==> config.mk <==
export PLATFORM = sky130hd
export DESIGN_NAME = hps_bin_mem
export DESIGN_NICKNAME = d
export VERILOG_FILES = /design/src/rtl/hps_pkg.sv /design/src/rtl/hps_bin_mem.sv
export SDC_FILE = /design/constraint.sdc
export NUM_CORES = 2
export LEC_CHECK = 0
export BUFFER_PORTS_ARGS = -buffer_cell sky130_fd_sc_hd__buf_2
export CORE_ASPECT_RATIO = 1.75
export CORE_MARGIN = 2
export CORE_UTILIZATION = 30
export DETAILED_ROUTE_END_ITERATION = 10
export SETUP_SLACK_MARGIN = 0.3
export SYNTH_ARGS = -nofsm -noshare
export SYNTH_HDL_FRONTEND = slang
export SYNTH_SLANG_ARGS = --single-unit
==> constraint.sdc <==
create_clock -name clk_i -period 3.3 [get_ports clk_i]
set_input_delay 0.165 -clock clk_i [delete_from_list [all_inputs] [get_ports clk_i]]
set_output_delay 0.165 -clock clk_i [all_outputs]
set_load 0.01 [all_outputs]
==> src/rtl/hps_pkg.sv <==
// ----------------------------------------------------------------------------
// Percentile statistics package
// Shared widths, codes, interface structs and rank helpers.
// ----------------------------------------------------------------------------
package hps_pkg;

  localparam int unsigned NumBinsDefault = 64;
  localparam int unsigned CountW         = 32;
  localparam int unsigned WidthW         = 20;
  localparam int unsigned TotalW         = 48;
  localparam int unsigned RankW          = 58;
  localparam int unsigned WaccW          = 64;
  localparam int unsigned StatW          = 32;
  localparam int unsigned DivDvdW        = 84;
  localparam int unsigned DivDsrW        = 50;
  localparam int unsigned OutDataW       = 264;
  localparam int unsigned OutEmptyBit    = 256;
  localparam int unsigned OutDropBit     = 257;

  localparam logic [WidthW-1:0] WidthReset = 20'd1000;

  typedef enum logic [1:0] {
    RANK_P50,
    RANK_P95,
    RANK_P99,
    RANK_P999
  } hps_rank_e;

  typedef enum logic [3:0] {
    ST_LOAD,
    ST_RANK,
    ST_WALK,
    ST_MID,
    ST_MUL_LO,
    ST_MUL_HI,
    ST_MEAN_GO,
    ST_MEAN_WAIT,
    ST_SPK_GO,
    ST_SPK_WAIT,
    ST_SPIKE,
    ST_DONE
  } hps_state_e;

  typedef struct packed {
    logic               start;
    logic [DivDvdW-1:0] dividend;
    logic [DivDsrW-1:0] divisor;
  } hps_div_req_t;

  typedef struct packed {
    logic               done;
    logic [DivDvdW-1:0] quotient;
  } hps_div_rsp_t;

  // A running sum reaches ceil(total*p/d) exactly when sum*d >= total*p, so
  // the rank is kept scaled by its divisor and no division is needed.
  function automatic logic [RankW-1:0] rank_scaled(hps_rank_e k,
                                                   logic [TotalW-1:0] total);
    logic [RankW-1:0] t;
    t = RankW'(total);
    case (k)
      RANK_P50:  return t * RankW'(50);
      RANK_P95:  return t * RankW'(95);
      RANK_P99:  return t * RankW'(99);
      RANK_P999: return t * RankW'(999);
      default:   return '0;
    endcase
  endfunction

  // Running sum scaled by the divisor of the given rank.
  function automatic logic [RankW-1:0] cum_scaled(hps_rank_e k,
                                                  logic [TotalW-1:0] cum);
    logic [RankW-1:0] c;
    c = RankW'(cum);
    case (k)
      RANK_P999: return c * RankW'(1000);
      default:   return c * RankW'(100);
    endcase
  endfunction

endpackage

==> src/rtl/hps_bin_mem.sv <==
// ----------------------------------------------------------------------------
// Bin count store
// One write port, one read port, read data registered.
// ----------------------------------------------------------------------------
module hps_bin_mem import hps_pkg::*; #(
  parameter int unsigned NUM_BINS = NumBinsDefault,
  localparam int unsigned AddrW   = $clog2(NUM_BINS)
) (
  input  logic              clk_i,
  input  logic              we_i,
  input  logic [AddrW-1:0]  waddr_i,
  input  logic [CountW-1:0] wdata_i,
  input  logic              re_i,
  input  logic [AddrW-1:0]  raddr_i,
  output logic [CountW-1:0] rdata_o
);

  logic [CountW-1:0] mem_q [NUM_BINS];
  logic [CountW-1:0] rdata_q;

  always_ff @(posedge clk_i) begin
    if (we_i) begin
      mem_q[waddr_i] <= wdata_i;
    end
  end

  always_ff @(posedge clk_i) begin
    if (re_i) begin
      rdata_q <= mem_q[raddr_i];
    end
  end

  assign rdata_o = rdata_q;

endmodule

==> impl_metrics.yaml <==
floorplan:
  rows: 249
  die_w_um: 391.5
  die_area_um2: 267100
  ios: 79
  initial_core_util_pct: 30.09
  core_area_um2: 262000
  dieHeight_um: 682.1
critical_path:
  path_common_cell: "nor2_1"
  worstSetupPathType: "in -> reg"
  critPathMaxStageDelay_ns: 0.87
  endpoint_kind: "register"
  arrival_ns: 3.21
  crit_buf_inv: 2
  slowest_stage: "nor2_1"
  reg2reg_slack_ns: 0.95
  start_kind: "input pin"
  worstPathCellList: "buf_8 > or2_1 > buf_4 > o22ai_1 > nor2_1 > a21oi_1 > nor2_1"
  cp.required_ns: 3.97
  cp_top_family: "simple AND/OR/NAND/NOR gates"
  cp_max_fo: 46
route:
  vias_per_cell: 5.083
  drc: 0
  vias: 37060
  wl_per_cell_um: 30.80
  drtAntennaViolNets: 0
  dr.pass1.iters: 7
  drt_wl_total_mm: 224.6
  drt_iter0_markers: 3910
yosys:
  synth_cells: 3324
  ys_ff_latch: 2080
  syn_avg_cell_area_um2: 23.72
  seq_area_frac_synth_pct: 79.23
  yosys_warnings: 0
  synth_ff_type: "edfxtp_1"
  syn_area_um2: 78840
  synth_edf_count: 2080
  synth_cell_types: 33
  synth_nets: 3371
  async_reset_ff_share_pct: 0
cells_and_area:
  area_delta_synth_final_pct: 15.47
  final_nets: 3691
  drive_gt1_share_pct: 30.73
  nFillCells: 23950
  final_cells: 7290
  multiInputGateArea_um2: 15980
  final_area_um2: 91030
  register_area_um2: 62460
clocking:
  clk_pin_slew_worst_paths_ns: 0.07
  cts_buffers: 171
  clock_sinks: 2080
  postCtsSetupBuffers: 0
  clockBufferDepth: 4
  cts_root_buffer: "clkbuf_16"
  htree_levels: 4
  clk_latency_ns: 0.84
  cts_tree: "done"
placement:
  post-place-ws_ns: -0.008687
  io_buffer_count: 78
  place_congestion: 0.8469
  placed_cell_area_um2: 85560
  dpl.cell_count: 6971
  dpl.hpwl_mm: 136.8
run_status:
  outcome: "completed"
sta:
  fin_crit_ns: 2.537
  finalClockSkew_ns: 0.05423
  hold_viol: 0
  period_share_pct: 76.87
  worst_slack_ns: 0.7634
  worst_pin_slew_ns: 1.249
  setup_viol: 0
  report.final.slew_viol_count: 0
  rsz0062_at_grt: "false"
  relSlewSlack_pct: 16.42
  max_clock_freq_ghz: 0.3942
pwr:
  power_mw: 52.58
  vdd_ir_drop_max_mv: 0.4350
  p_leak_nw: 27.70
  powerDensity_nw_per_um2: 577.6
global_routing:
  antenna_found_initial: 30
  grt_first_pass_wirelength_mm: 310.2
  groute.usage.overall_pct: 16.69
  grt_max_degree: 65
  grt_pass1_vias: 38670
  grt_overflow_total: 0
worst_hold_path:
  min_path_type: "in -> reg"
run:
  cap_viol_max_count: 0
## registers in the layout, indices dropped and copies added (netlist names)
signal	flops
mem_q	2048
rdata_o	32
## per-layer routing
layer / up-vias / GRT usage, % / wire length, um
met4: 12 / 10.10 / 15430
met5: - / 0 / 82
met3: 367 / 2.241 / 12380
met1: 20440 / 18.49 / 78110
met2: 1346 / 30.23 / 118600
li1: 14890 / - / -
## repair_timing
| action | in CTS | in global routing |
|---|---|---|
| hold buffers | 14 | 0 |
| hold endpoints to repair | 209 | 0 |
| gates resized for setup | 0 | 0 |
## report_power, final
| part | internal (mW) | switching, mW | total, mW |
|---|---|---|---|
| clock network | 10.9 | 9.22 | 20.1 |
| logic | 1.08 | 2.01 | 3.09 |
| registers | 29.3 | 0.107 | 29.4 |
| total | 41.2 | 11.3 | 52.6 |
## kinds of logic (layout without fill, tap and decap cells)
logic type | after synthesis | after routing | synth area share, %
and+or+nand+nor | 223 | 223 | 1.260
AOI/OAI and AO/OA | 202 | 202 | 1.666
buffers and inverters | 182 | 620 | 1.124
muxes | 637 | 637 | 16.72
other | 0 | 14 | 0
DFF | 2080 | 2080 | 79.23
## worst reg2reg max path: cells and delay by family, from the launching register on
kind	cells	cell delay, ns
simple gates	2	1.16
compound gates	2	0.49
flops	1	0.34
mux	1	0.24
## metrics by stage
| stage | utilization (%) | TNS (ns) | hold slack (ns) |
|---|---|---|---|
| CTS | 34.73 | 0 | 0.0006309 |
| finish | 34.74 | 0 | 0.01168 |
| detailed placement | 32.65 | -0.01443 | 0.6022 |
| global placement | 32.65 | -0.06766 | 0.6028 |
| floorplan | - | 0 | 0.2639 |
| global route | 34.73 | 0 | 0.01756 |
## cell type report
class | count | area share [%]
Timing Repair Buffer | 329 | 3.143
Clock inverter | 88 | 0.8975
Multi-Input combinational cell | 1062 | 17.55
Antenna cell | 14 | 0.03848
Tap cell | 3514 | 4.830
Clock buffer | 203 | 4.926
Sequential cell | 2080 | 68.61
## cell usage after synthesis, types with 12 or more instances
master    instances  area [um2]
a21oi_1          62       310.3
a22oi_1          12       90.09
buf_1            21       78.83
buf_2            57       285.3
buf_4            25       187.7
clkbuf_1         74       277.8
edfxtp_1       2080       62460
mux2i_1          93       930.9
mux4_2          544       12250
nand2_1          26       97.59
nor2_1          137       514.2
nor2b_1          15       93.84
o221ai_1         27       236.5
o22ai_1          84       525.5
## placed cells by master, fill, tap and decap left out, types with 3 or more instances in the layout
cell / n
mux4_2: 544
o32ai_1: 4
or3b_2: 3
clkinv_1: 34
clkinv_2: 25
edfxtp_1: 2080
nand3_1: 5
buf_8: 3
buf_2: 73
clkbuf_1: 28
bufinv_16: 15
a311oi_1: 8
nor3_1: 5
nand3b_1: 5
buf_4: 197
a41o_1: 4
o221ai_1: 27
nor2_1: 75
nor2_4: 62
mux2i_1: 93
clkbuf_16: 175
a21oi_1: 62
o22ai_1: 84
dlygate4sd3_1: 14
diode_2: 14
nand2_1: 26
buf_12: 41
clkinvlp_4: 7
and3_1: 4
nor2b_1: 15
inv_6: 5
or3_1: 3
a22oi_1: 12
nand2b_1: 8
## worst paths after layout
kind | startpoint | end | cells past startpoint
min reg2reg | mem_q[28][8] | rdata_o[8] | 4
min | wdata_i[22] | mem_q[45][22] | 1
max | raddr_i[2] | rdata_o[3] | 7
max reg2reg | mem_q[21][7] | rdata_o[7] | 5
No activity file was read; power rests on OpenSTA's default activity.
