`config.mk`:
```
export PLATFORM = sky130hd
export DESIGN_NAME = hps_divider
export DESIGN_NICKNAME = d
export VERILOG_FILES = /design/src/rtl/hps_pkg.sv /design/src/rtl/hps_divider.sv
export SDC_FILE = /design/constraint.sdc
export NUM_CORES = 1
export LEC_CHECK = 0
export ABC_AREA = 1
export CELL_PAD_IN_SITES_DETAIL_PLACEMENT = 0
export CELL_PAD_IN_SITES_GLOBAL_PLACEMENT = 1
export CORE_ASPECT_RATIO = 0.9
export CORE_MARGIN = 3
export CORE_UTILIZATION = 33
export DETAILED_ROUTE_END_ITERATION = 8
export DONT_BUFFER_PORTS = 1
export PLACE_DENSITY = 0.68
export SYNTH_ARGS = -nofsm -noshare
export SYNTH_HDL_FRONTEND = slang
export SYNTH_SLANG_ARGS = --single-unit
```
`constraint.sdc`:
```
create_clock -name clk_i -period 4.3 [get_ports clk_i]
set_input_delay 0.215 -clock clk_i [delete_from_list [all_inputs] [get_ports clk_i]]
set_output_delay 0.215 -clock clk_i [all_outputs]
set_load 0.05 [all_outputs]
```
`src/rtl/hps_pkg.sv`:
```
// ----------------------------------------------------------------------------
// Percentile statistics package
// Shared widths, codes, interface structs and rank helpers.
// ----------------------------------------------------------------------------
package hps_pkg;

  localparam int unsigned NumBinsDefault = 64;
  localparam int unsigned CountW         = 32;
  localparam int unsigned WidthW         = 20;
  localparam int unsigned TotalW         = 48;
  localparam int unsigned RankW          = 58;
  localparam int unsigned WaccW          = 64;
  localparam int unsigned StatW          = 32;
  localparam int unsigned DivDvdW        = 84;
  localparam int unsigned DivDsrW        = 50;
  localparam int unsigned OutDataW       = 264;
  localparam int unsigned OutEmptyBit    = 256;
  localparam int unsigned OutDropBit     = 257;

  localparam logic [WidthW-1:0] WidthReset = 20'd1000;

  typedef enum logic [1:0] {
    RANK_P50,
    RANK_P95,
    RANK_P99,
    RANK_P999
  } hps_rank_e;

  typedef enum logic [3:0] {
    ST_LOAD,
    ST_RANK,
    ST_WALK,
    ST_MID,
    ST_MUL_LO,
    ST_MUL_HI,
    ST_MEAN_GO,
    ST_MEAN_WAIT,
    ST_SPK_GO,
    ST_SPK_WAIT,
    ST_SPIKE,
    ST_DONE
  } hps_state_e;

  typedef struct packed {
    logic               start;
    logic [DivDvdW-1:0] dividend;
    logic [DivDsrW-1:0] divisor;
  } hps_div_req_t;

  typedef struct packed {
    logic               done;
    logic [DivDvdW-1:0] quotient;
  } hps_div_rsp_t;

  // A running sum reaches ceil(total*p/d) exactly when sum*d >= total*p, so
  // the rank is kept scaled by its divisor and no division is needed.
  function automatic logic [RankW-1:0] rank_scaled(hps_rank_e k,
                                                   logic [TotalW-1:0] total);
    logic [RankW-1:0] t;
    t = RankW'(total);
    case (k)
      RANK_P50:  return t * RankW'(50);
      RANK_P95:  return t * RankW'(95);
      RANK_P99:  return t * RankW'(99);
      RANK_P999: return t * RankW'(999);
      default:   return '0;
    endcase
  endfunction

  // Running sum scaled by the divisor of the given rank.
  function automatic logic [RankW-1:0] cum_scaled(hps_rank_e k,
                                                  logic [TotalW-1:0] cum);
    logic [RankW-1:0] c;
    c = RankW'(cum);
    case (k)
      RANK_P999: return c * RankW'(1000);
      default:   return c * RankW'(100);
    endcase
  endfunction

endpackage

```
`src/rtl/hps_divider.sv`:
```
// ----------------------------------------------------------------------------
// Serial divider
// Restoring division, one quotient bit per cycle, done pulses when finished.
// ----------------------------------------------------------------------------
module hps_divider import hps_pkg::*; (
  input  logic         clk_i,
  input  logic         rst_ni,
  input  hps_div_req_t req_i,
  output hps_div_rsp_t rsp_o
);

  localparam int unsigned CntW = $clog2(DivDvdW + 1);

  logic               busy_q, done_q;
  logic [CntW-1:0]    cnt_q;
  logic [DivDvdW-1:0] dvd_q, quo_q;
  logic [DivDsrW-1:0] dsr_q, rem_q;
  logic [DivDsrW:0]   rem_sh;
  logic               ge;

  assign rem_sh = {rem_q, dvd_q[DivDvdW-1]};
  assign ge     = rem_sh >= {1'b0, dsr_q};

  always_ff @(posedge clk_i or negedge rst_ni) begin
    if (!rst_ni) begin
      busy_q <= 1'b0;
      done_q <= 1'b0;
      cnt_q  <= '0;
    end else begin
      done_q <= 1'b0;
      if (req_i.start) begin
        busy_q <= 1'b1;
        cnt_q  <= CntW'(DivDvdW);
      end else if (busy_q) begin
        cnt_q <= cnt_q - 1'b1;
        if (cnt_q == CntW'(1)) begin
          busy_q <= 1'b0;
          done_q <= 1'b1;
        end
      end
    end
  end

  always_ff @(posedge clk_i) begin
    if (req_i.start) begin
      dvd_q <= req_i.dividend;
      dsr_q <= req_i.divisor;
      rem_q <= '0;
      quo_q <= '0;
    end else if (busy_q) begin
      dvd_q <= {dvd_q[DivDvdW-2:0], 1'b0};
      quo_q <= {quo_q[DivDvdW-2:0], ge};
      rem_q <= ge ? DivDsrW'(rem_sh - {1'b0, dsr_q}) : DivDsrW'(rem_sh);
    end
  end

  assign rsp_o.done     = done_q;
  assign rsp_o.quotient = quo_q;

endmodule

```
==> results of run 1 <==
==> metrics by stage <==
stage / cell area [um2] / power (W)
global placement: 15500 / 0.00339
finish: 17900 / 0.00610
detailed placement: 15500 / 0.00340
floorplan: 14900 / 0.00330
CTS: 17900 / 0.00620
global route: 17900 / 0.00639
==> cell usage after synthesis (all sizes together) (8+ instances only) <==
master and number:
nand2 835, inv 374, dfxtp 134, edfxtp 134, nor2 97, nand3 89
o22ai 83, nand4 56, clkbuf 53, ha 52, a21oi 43, o21ai 21
xor2 16, buf 12, nor3 12, o21bai 11, dfrtp 9, xnor2 8
==> cell families after synthesis <==
family          Yosys count
simple gates           1097
buf+inv                 439
flops                   277
compound gates          161
fa+ha+maj                53
xor+xnor                 24
==> worst paths after layout <==
kind                       cells past startpoint                     end                    from  slack, ns
setup / recovery                              16  rem_q[42]$_SDFFE_PP0P_     dsr_q[17]$_DFFE_PP_       1.33
hold / removal                                 1     dsr_q[21]$_DFFE_PP_              req_i[134]       0.05
setup reg to reg                              16  rem_q[42]$_SDFFE_PP0P_     dsr_q[17]$_DFFE_PP_       1.33
hold reg to reg                                2  rem_q[13]$_SDFFE_PP0P_  rem_q[13]$_SDFFE_PP0P_       0.47
max in group asynchronous                      2    cnt_q[1]$_DFFE_PN0P_                  rst_ni       3.43
min in group asynchronous                      2        done_q$_DFF_PN0_                  rst_ni       0.54
==> flip-flops by register name, summed over array words and instances, names as in the netlist <==
signal and cells:
busy_q 1, rem_q 50, quo_q 84, cnt_q 7, dvd_q 84, done_q 1, dsr_q 50
==> metal layers <==
layer  vias to the layer above  GRT usage  share of wire
met2                       302      0.279           0.43
met5                         -          0        0.00029
met1                      5874      0.262           0.49
met3                        55     0.0420          0.063
li1                       6682          -              -
met4                         2     0.0423          0.023
==> power by group <==
group          internal, W  leakage (nW)  switching (W)
Sequential         0.00290          2.60      0.0000393
Clock              0.00152         0.504        0.00111
Combinational     0.000217          5.55       0.000320
==> worst max-delay path: cells and delay by family (launching register included) <==
family                   cells  cell delay (ns)
buffers and inverters        4             0.28
adder cells (fa/ha/maj)      1             0.28
flip-flops                   1             0.37
AND/OR/NAND/NOR             11             1.91
==> cell type report <==
cell class / count / area share
flip-flops and latches: 277 / 0.388
multi-input cells: 1335 / 0.354
repair buffers: 146 / 0.0814
inverters: 374 / 0.0788
clock buffers: 51 / 0.0534
well taps: 600 / 0.0420
clock inverters: 7 / 0.00294
diodes: 2 / 0.000280
==> timing repair <==
| action | CTS | global route |
|---|---|---|
| buffers inserted | 0 | 0 |
| hold buffers | 137 | 0 |
| gates resized for setup | 0 | 0 |
| endpoints found under the hold margin | 196 | 0 |
==> summary.txt, run 1 <==
Drt
  • DRT antenna net count: 0
  • TritonRoute pass-1 iters: 5
  • Vias per cell: 4.63
  • Routed WL per cell: 16.0 um
  • Detailed Route WL: 44600 um
  • Number of DRC markers in iteration 0: between 800 and 900
  • Via Count: 12900
  • Residual DRC count: 0

Die
  • Num ports: ~220
  • Initial core utilization: 0.336
  • Die X: 230 um
  • Height of the die: 208 um
  • Die ar.: 47800 um2
  • Core area: 44400 um2
  • # rows: 73

STA
  • Slew @ Worst Pin: 1.07 ns
  • Crit share post-route: 0.690
  • Fmax: around 0.34 GHz
  • Final Hold Fails: 0
  • PnR worst setup slack: 1.33 ns
  • Final setup TNS: 0 ns
  • Post-route clock skew: 0.0246 ns
  • Max-slew violations: 0
  • Hold Slack: about 0.047 ns
  • Rel. slew slack: 0.287
  • Min Tclk post-route: 2.97 ns
  • Unrepaired setup endpoints after global routing: no
  • Setup Viol. Count Final: 0

Synth
  • Mux contribution to synthesized area: 0
  • Synth Instances: 2051
  • Post-Synth XOR/XNOR Area: 0.0141
  • Post-synth EDFFs: around 130
  • Largest family of logic cells by synthesized area: simple AND/OR/NAND/NOR gates
  • Synth Area in Compound Gates: 0.0640
  • Post-Syn Area: 14900 um2
  • Simple-gate share of the synthesized area: 0.299
  • Synth area leader: edfxtp_1
  • Post-Synth Adder-Cell Area: 0.0449
  • Ys flop type: edfxtp_1
  • Async SR Flop Fraction: 0.0325
  • Share of the synthesized area in the top cell type: 0.269
  • Seq cells post-synth: 277
  • Syn Nets: ~2200
  • Synth unique cells: 34
  • Mean post-synth cell area: between 7 and 8 um2
  • Ys Warns: 0
  • Largest cells by area after synthesis: edfxtp_1, nand2_1, dfxtp_1
  • Sequential share of the synthesized area: 0.464

Layout
  • Syn-to-layout area delta: 19.8%
  • Fin util: 0.403
  • Reg area: roughly 6900 um2
  • Layout cells sized above 1: 0.0388
  • Multi-input logic area: 6320 um2
  • Final-stage net count: 2355
  • Layout fillers: ~4700
  • Commonest non-fill, non-tap cell in the layout: nand2_1
  • Final Non-Filler Cells: 2792
  • Leading cell types in the layout, fill and taps excluded: nand2_1, inv_1, dlygate4sd3_1, edfxtp_1, dfxtp_1

Worst setup path
  • Slowest CP cell: nand3_4
  • Startpoint types: register
  • Setup CP Type: register to register
  • Critical Path RT: 4.79 ns
  • Max incr delay on CP: around 0.54 ns
  • Crit-path cells: inv_1, ha_1, nand2_1, inv_1, nand2_1, inv_1, nand2_1, nand2_1, inv_1, nand3_1, nand2_2, nand3_4, nand2_2, nand2_1, nand2_1, nand2_1
  • Crit end category: register
  • Worst endpoint data arrival time: between 3 and 4 ns
  • Max FO, Critical Path: 51
  • Critical Path Most Common Cell: nand2_1

Placed design
  • Pre-CTS WS: 1.28 ns
  • Cell Count Post-Placement: 2595
  • IO buf count: 0
  • GP Congestion: 0.905
  • Final HPWL DP: 31900 um

GRT
  • Pin count of the biggest net entering global routing: between 100 and 150
  • GRT Util Overall: 0.182
  • Vias in the first global route: 12800
  • Initial antenna violation count: 3
  • Global-route wire length before repair: 71100 um
  • GRT overflow: 0

CTS
  • Clk_lat worst skew: roughly 0.60 ns
  • Clock slew at reported path FFs: 0.06 ns
  • Max clock buf depth: 3
  • CTS Buf Count: 31
  • H-Tree Level Count: 1
  • Clk root buf: clkbuf_16
  • CTS tree: built
  • Sinks on the clock net: about 280

Min path
  • Hold crit path type: input pin to register

Pwr
  • Maximum vdd ir drop: 0.273 mV
  • Lkg Pwr: about 8.7 nW
  • PwrDens: 341 nW/um2

Job
  • Max cap viols: 0

Run status
  • Status: finished clean
Power figures use the tool's default switching activity.
==> inputs of run 2 (changes only) <==
- clock period: 4.3 -> 2.81 ns (I/O delays scaled with it)
==> summary.txt, run 2 (synthesized netlist as in run 1, its figures left out) <==
Die
  • Die ar.: 47800 um2 (unchanged)
  • Height of the die: 208 um (unchanged)
  • Die X: 230 um (unchanged)
  • Num ports: 222 (unchanged)
  • # rows: 73 (unchanged)
  • Initial core utilization: 0.336 (unchanged)
  • Core area: 44400 um2 (unchanged)

Layout
  • Final-stage net count: 2368 (was 2355)
  • Final Non-Filler Cells: 2802 (was 2792)
  • Leading cell types in the layout, fill and taps excluded: nand2_1, inv_1, dlygate4sd3_1, edfxtp_1, dfxtp_1 (unchanged)
  • Syn-to-layout area delta: 21.3% (was 19.8%)
  • Layout cells sized above 1: 0.0472 (was 0.0388)
  • Commonest non-fill, non-tap cell in the layout: nand2_1 (unchanged)
  • Top Registers: dvd_q (84), quo_q (84) (unchanged)
  • Ant. Diodes: 0 (was 2)

STA
  • Crit share post-route: 0.928 (was 0.690)
  • Post-route clock skew: 0.0246 ns (about the same)
  • Rel. slew slack: 0.517 (was 0.287)
  • Min Tclk post-route: 2.61 ns (was 2.97 ns)
  • Fmax: 0.384 GHz (was 0.337 GHz)
  • Final setup TNS: 0 ns (unchanged)
  • Hold Slack: 0.00540 ns (was 0.0475 ns)
  • Slew @ Worst Pin: 0.724 ns (was 1.07 ns)
  • Unrepaired setup endpoints after global routing: no (unchanged)
  • Setup Viol. Count Final: 0 (unchanged)
  • Max-slew violations: 0 (unchanged)
  • Final Hold Fails: 0 (unchanged)

CTS
  • Sinks on the clock net: 277 (unchanged)
  • Clk root buf: clkbuf_16 (unchanged)
  • H-Tree Level Count: 1 (unchanged)
  • CTS tree: built (unchanged)
  • Clock slew at reported path FFs: 0.07 ns (was 0.06 ns)
  • CTS Buf Count: 30 (was 31)
  • Max clock buf depth: 3 (unchanged)
  • Clk_lat worst skew: 0.60 ns (about the same)
  • Setup Buffers After CTS: 0 (unchanged)

GRT
  • Vias in the first global route: 13100 (was 12800)
  • Pin count of the biggest net entering global routing: 137 (was 138)
  • GRT Util Overall: 0.185 (was 0.182)
  • Initial antenna violation count: 0 (was 3)
  • Global-route wire length before repair: 71800 um (was 71100 um)
  • GRT overflow: 0 (unchanged)

Worst setup path
  • Crit path max-delay family: simple AND/OR/NAND/NOR gates (unchanged)
  • R2R depth: 16 (unchanged)
  • Buf/Inv on CP: 2 (was 4)
  • Startpoint types: register (unchanged)
  • Worst endpoint data arrival time: 3.09 ns (was 3.46 ns)
  • Crit-path cells: inv_1, ha_1, inv_1, fa_1, nand3_1, nand3_1, nand2_1, nand2_1, nand3_1, nand3_1, nand2_1, nand2_1, nand2_1, nand3_1, nand2_1, nand2_1 (was inv_1, ha_1, nand2_1, inv_1, nand2_1, inv_1, nand2_1, nand2_1, inv_1, nand3_1, nand2_2, nand3_4, nand2_2, nand2_1, nand2_1, nand2_1)
  • Slowest CP cell: fa_1 (was nand3_4)
  • Critical Path Most Common Cell: nand2_1 (unchanged)
  • Max FO, Critical Path: 4 (was 51)
  • Critical Path RT: 3.29 ns (was 4.79 ns)
  • Max incr delay on CP: 0.43 ns (was 0.54 ns)
  • Setup CP Type: register to register (unchanged)
  • Crit end category: register (unchanged)
  • Critical Path Stages: 16 (unchanged)

Job
  • Max cap viols: 0 (unchanged)

Pwr
  • PwrDens: 519 nW/um2 (was 341 nW/um2)
  • Maximum vdd ir drop: 0.508 mV (was 0.273 mV)
  • Lkg Pwr: 8.77 nW (was 8.65 nW)
  • Total chip power: 0.00940 W (was 0.00610 W)

Min path
  • Worst hold path depth: 1 (unchanged)
  • Hold crit path type: input pin to register (unchanged)

Drt
  • TritonRoute pass-1 iters: 5 (unchanged)
  • Routed WL per cell: 16.0 um (about the same)
  • Vias per cell: 4.65 (was 4.63)
  • Via Count: 13000 (was 12900)
  • DRT antenna net count: 0 (unchanged)
  • Number of DRC markers in iteration 0: 935 (was 855)
  • Detailed Route WL: 44800 um (was 44600 um)
  • Residual DRC count: 0 (unchanged)

Run status
  • Status: finished clean (unchanged)

Placed design
  • IO buf count: 0 (unchanged)
  • Cell Count Post-Placement: 2608 (was 2595)
  • GP Congestion: 0.899 (was 0.905)
  • Final HPWL DP: 32400 um (was 31900 um)
[run 2: cell count changes in the layout (fill, tap and decap cells not counted), sizes merged]
cell | before | now
diode | 2 | 0
clkbuf | 51 | 43
dlygate4sd3 | 136 | 137
inv | 377 | 375
clkinvlp | 0 | 1
clkinv | 4 | 11
buf | 10 | 23
[run 2: layout make-up]
cell class / count / area (um2)
fill: 4656 / 26300
tap: 600 / 751
clock inverter: 13 / 97.6
sequential: 277 / 6930
clock buffer: 43 / 935
inverter: 374 / 1410
timing repair buffer: 160 / 1650
multi-input combinational: 1335 / 6330
[run 2: metrics by stage]
| step | setup slack, ns | util | area, um2 |
|---|---|---|---|
| 2_1_floorplan | 0.612 | - | 14900 |
| 3_3_place_gp | 0.179 | 0.353 | 15700 |
| 3_5_place_dp | 0.187 | 0.353 | 15700 |
| 4_1_cts | 0.180 | 0.408 | 18100 |
| 5_1_grt | 0.00373 | 0.408 | 18100 |
| 6_report | 0.204 | 0.408 | 18100 |
[run 2: per-layer routing]
layer	track usage	part of all wire	wire length [um]	vias up
met4	0.0423	0.021	924	0
met5	0	0	0	-
met3	0.0418	0.063	2830	50
li1	-	-	-	6701
met1	0.261	0.48	21400	5951
met2	0.289	0.44	19600	320
[run 2: path summary, 6_finish.rpt]
kind | from | to | slack, ns
max in group asynchronous | rst_ni | cnt_q[6]$_DFFE_PN0P_ | 1.97
min in group asynchronous | rst_ni | done_q$_DFF_PN0_ | 0.49
max | dvd_q[83]$_DFFE_PP_ | rem_q[40]$_SDFFE_PP0P_ | 0.20
min | req_i[134] | dsr_q[16]$_DFFE_PP_ | 0.005
min reg2reg | rem_q[8]$_SDFFE_PP0P_ | rem_q[8]$_SDFFE_PP0P_ | 0.47
max reg2reg | dvd_q[83]$_DFFE_PP_ | rem_q[40]$_SDFFE_PP0P_ | 0.20
[run 2: where the power goes]
group / switching (W) / internal [W] / leakage, nW
Sequential: 0.0000620 / 0.00443 / 2.60
Combinational: 0.000495 / 0.000341 / 5.66
Clock: 0.00174 / 0.00233 / 0.514
Total: 0.00230 / 0.00710 / 8.77
[run 2: what timing repair did]
item                       CTS  global route
setup endpoints to repair    0             3
resized for setup            0             3
hold endpoints to repair   201             0
hold buffers               138             0
[run 2: worst register-to-register path, stage by stage (launching register included)]
cell	delay, ns
edfxtp_1	0.38
inv_1	0.07
ha_1	0.14
inv_1	0.08
fa_1	0.44
nand3_1	0.11
nand3_1	0.17
nand2_1	0.11
nand2_1	0.13
nand3_1	0.10
nand3_1	0.21
nand2_1	0.19
nand2_1	0.07
nand2_1	0.06
nand3_1	0.10
nand2_1	0.10
nand2_1	0.04
==> inputs of run 3 (changes only) <==
- PLACE_DENSITY: 0.68 -> 0.7
==> summary.txt, run 3 (synthesized netlist as in run 1, its figures left out) <==
Worst setup path
  • RR Endpoint: rem_q[38]$_SDFFE_PP0P_ (was rem_q[40]$_SDFFE_PP0P_)
  • Max FO, Critical Path: 4 (unchanged)
  • Worst reg-to-reg setup slack: 0.17 ns (was 0.20 ns)
  • Critical R2R Launch: dvd_q[83]$_DFFE_PP_ (unchanged)
  • Worst setup path startpoint: dvd_q[83]$_DFFE_PP_ (unchanged)
  • Worst setup endpoint: rem_q[38]$_SDFFE_PP0P_ (was rem_q[40]$_SDFFE_PP0P_)
  • Worst endpoint data arrival time: 3.13 ns (was 3.09 ns)
  • R2R depth: 16 (unchanged)
  • Crit end category: register (unchanged)
  • Setup CP Type: register to register (unchanged)
  • Startpoint types: register (unchanged)
  • Critical Path RT: 3.31 ns (was 3.29 ns)

CTS
  • H-Tree Level Count: 1 (unchanged)
  • Sinks on the clock net: 277 (unchanged)
  • CTS Buf Count: 31 (was 30)
  • Clock slew at reported path FFs: 0.06 ns (was 0.07 ns)
  • Clk root buf: clkbuf_16 (unchanged)
  • Clk_lat worst skew: 0.61 ns (was 0.60 ns)
  • Max clock buf depth: 3 (unchanged)
  • CTS tree: built (unchanged)
  • Setup Buffers After CTS: 0 (unchanged)

Pwr
  • PwrDens: 526 nW/um2 (was 519 nW/um2)
  • Maximum vdd ir drop: 0.566 mV (was 0.508 mV)
  • Clock Power Share: 0.441 (was 0.433)
  • NetSw: 0.00227 W (was 0.00230 W)
  • P_int: 0.00724 W (was 0.00710 W)
  • Lkg Pwr: 8.77 nW (about the same)
  • Seq pwr share: 0.473 (was 0.478)
  • Net Sw Frac: 0.238 (was 0.244)
  • Combinational share of power: 0.086 (was 0.089)

GRT
  • Grt met3 use: 0.0424 (was 0.0418)
  • Vias in the first global route: 12900 (was 13100)
  • Pin count of the biggest net entering global routing: 137 (unchanged)
  • Met1 usage: 0.255 (was 0.261)
  • GR Util met2: 0.290 (was 0.289)
  • Global-route wire length before repair: 70700 um (was 71800 um)
  • GRT overflow: 0 (unchanged)
  • GRT Util Overall: 0.182 (was 0.185)
  • Busiest grt layer: met2 (unchanged)
  • Initial antenna violation count: 2 (was 0)

STA
  • Final setup TNS: 0 ns (unchanged)
  • Hold Slack: -0.0400 ns (was 0.00540 ns)
  • Final Hold Fails: 11 (was 0)
  • Max-slew violations: 0 (unchanged)
  • Post-route clock skew: 0.0271 ns (was 0.0246 ns)
  • Min Tclk post-route: 2.64 ns (was 2.61 ns)
  • Crit share post-route: 0.938 (was 0.928)
  • Setup Viol. Count Final: 0 (unchanged)
  • Fmax: 0.379 GHz (was 0.384 GHz)
  • Slew @ Worst Pin: 0.842 ns (was 0.724 ns)
  • Rel. slew slack: 0.439 (was 0.517)
  • Unrepaired setup endpoints after global routing: no (unchanged)

Drt
  • Residual DRC count: 0 (unchanged)
  • Detailed Route WL: 44400 um (was 44800 um)
  • Via Count: 13000 (about the same)
  • Vias per cell: 4.63 (was 4.65)
  • Routed WL per cell: 15.8 um (was 16.0 um)
  • Number of DRC markers in iteration 0: 806 (was 935)
  • TritonRoute pass-1 iters: 5 (unchanged)
  • DRT antenna net count: 0 (unchanged)

Layout
  • Top Registers: dvd_q (84), quo_q (84) (unchanged)
  • Syn-to-layout area delta: 21.1% (was 21.3%)
  • Post-route cell area: 18100 um2 (about the same)
  • Layout cells sized above 1: 0.0481 (was 0.0472)
  • Commonest non-fill, non-tap cell in the layout: nand2_1 (unchanged)
  • Leading cell types in the layout, fill and taps excluded: nand2_1, inv_1, dlygate4sd3_1, edfxtp_1, dfxtp_1 (unchanged)
  • Fin util: 0.407 (was 0.408)
  • Final-stage net count: 2369 (was 2368)
  • Layout fillers: 4657 (was 4656)
  • Multi-input logic area: 6340 um2 (was 6330 um2)
  • Reg area: 6930 um2 (unchanged)

Placed design
  • Final HPWL DP: 32400 um (about the same)
  • IO buf count: 0 (unchanged)
  • Cell Area, Placed: 15600 um2 (was 15700 um2)
  • GP Congestion: 0.901 (was 0.899)

Die
  • Num ports: 222 (unchanged)
  • Die X: 230 um (unchanged)
  • # rows: 73 (unchanged)
  • Core area: 44400 um2 (unchanged)
  • Die ar.: 47800 um2 (unchanged)
  • Height of the die: 208 um (unchanged)
  • Initial core utilization: 0.336 (unchanged)

Job
  • Max cap viols: 0 (unchanged)

Min path
  • Hold path startpoint: req_i[134] (unchanged)
  • Hold crit path type: input pin to register (unchanged)

Run status
  • Status: complete, but fails checks (was finished clean)
  • Failing checks: negative hold slack
[run 3: cell types whose count changed in the layout (fill, tap and decap cells not counted), moves of 2 or more]
cell / delta
buf_12: -4
clkbuf_16: -3
clkbuf_2: +2
bufinv_16: +3
buf_4: +4
[run 3: final cells by class]
type                       count  area share
antenna                        1    0.000138
clock buffer                  43      0.0488
clock inverter                15     0.00920
inverter                     374      0.0779
multi-input combinational   1335       0.351
sequential                   277       0.383
tap                          600      0.0415
timing repair buffer         160      0.0886
[run 3: power groups by stage]
stage          Combinational [W]  Clock [W]  Sequential [W]
2_1_floorplan           0.000495          0         0.00456
3_3_place_gp            0.000617          0         0.00457
3_5_place_dp            0.000618          0         0.00458
4_1_cts                 0.000830    0.00433         0.00450
5_1_grt                 0.000940    0.00447         0.00451
6_report                0.000822    0.00419         0.00450
[run 3: how the worst min path moves through the flow]
stage                                to  cells after the start  slack, ns
global route        dsr_q[21]$_DFFE_PP_                      1       0.06
floorplan              busy_q$_DFF_PN0_                      0      -0.16
global placement       done_q$_DFF_PN0_                      0      -0.15
CTS                 dsr_q[21]$_DFFE_PP_                      1       0.04
detailed placement     busy_q$_DFF_PN0_                      0      -0.15
finish              dsr_q[25]$_DFFE_PP_                      1      -0.04
[run 3: per-stage QoR]
stage / worst slack, ns / total power, W / hold WS [ns] / std cells
after floorplan: 0.612 / 0.00506 / -0.155 / 2051
after global placement: 0.242 / 0.00519 / -0.154 / 2608
final: 0.174 / 0.00951 / -0.0400 / 2805
after CTS: 0.141 / 0.00965 / 0.0372 / 2804
after global routing: 0.00343 / 0.00992 / 0.0618 / 2805
after detailed placement: 0.160 / 0.00520 / -0.154 / 2608
[run 3: what timing repair did]
item                                   CTS  global route
setup endpoints to repair                0             3
hold buffers                           138             0
endpoints found under the hold margin  195             0
resized for setup                        0             4
[run 3: layer usage]
layer | up-vias | routed length [um]
met5 | - | 13
met4 | 2 | 765
met3 | 48 | 2850
met2 | 314 | 19500
met1 | 5921 | 21300
li1 | 6703 | -
[run 3: critical path, stage by stage, from the launching register on]
cell      delay, ns
edfxtp_1       0.39
inv_1          0.07
ha_1           0.14
inv_1          0.08
fa_1           0.44
nand3_1        0.11
nand3_1        0.18
nand2_1        0.11
nand2_1        0.13
nand3b_1       0.14
nand3_2        0.16
nand2_1        0.15
nand2_1        0.07
nand2_1        0.06
nand3_1        0.14
nand2_1        0.11
nand2_1        0.04
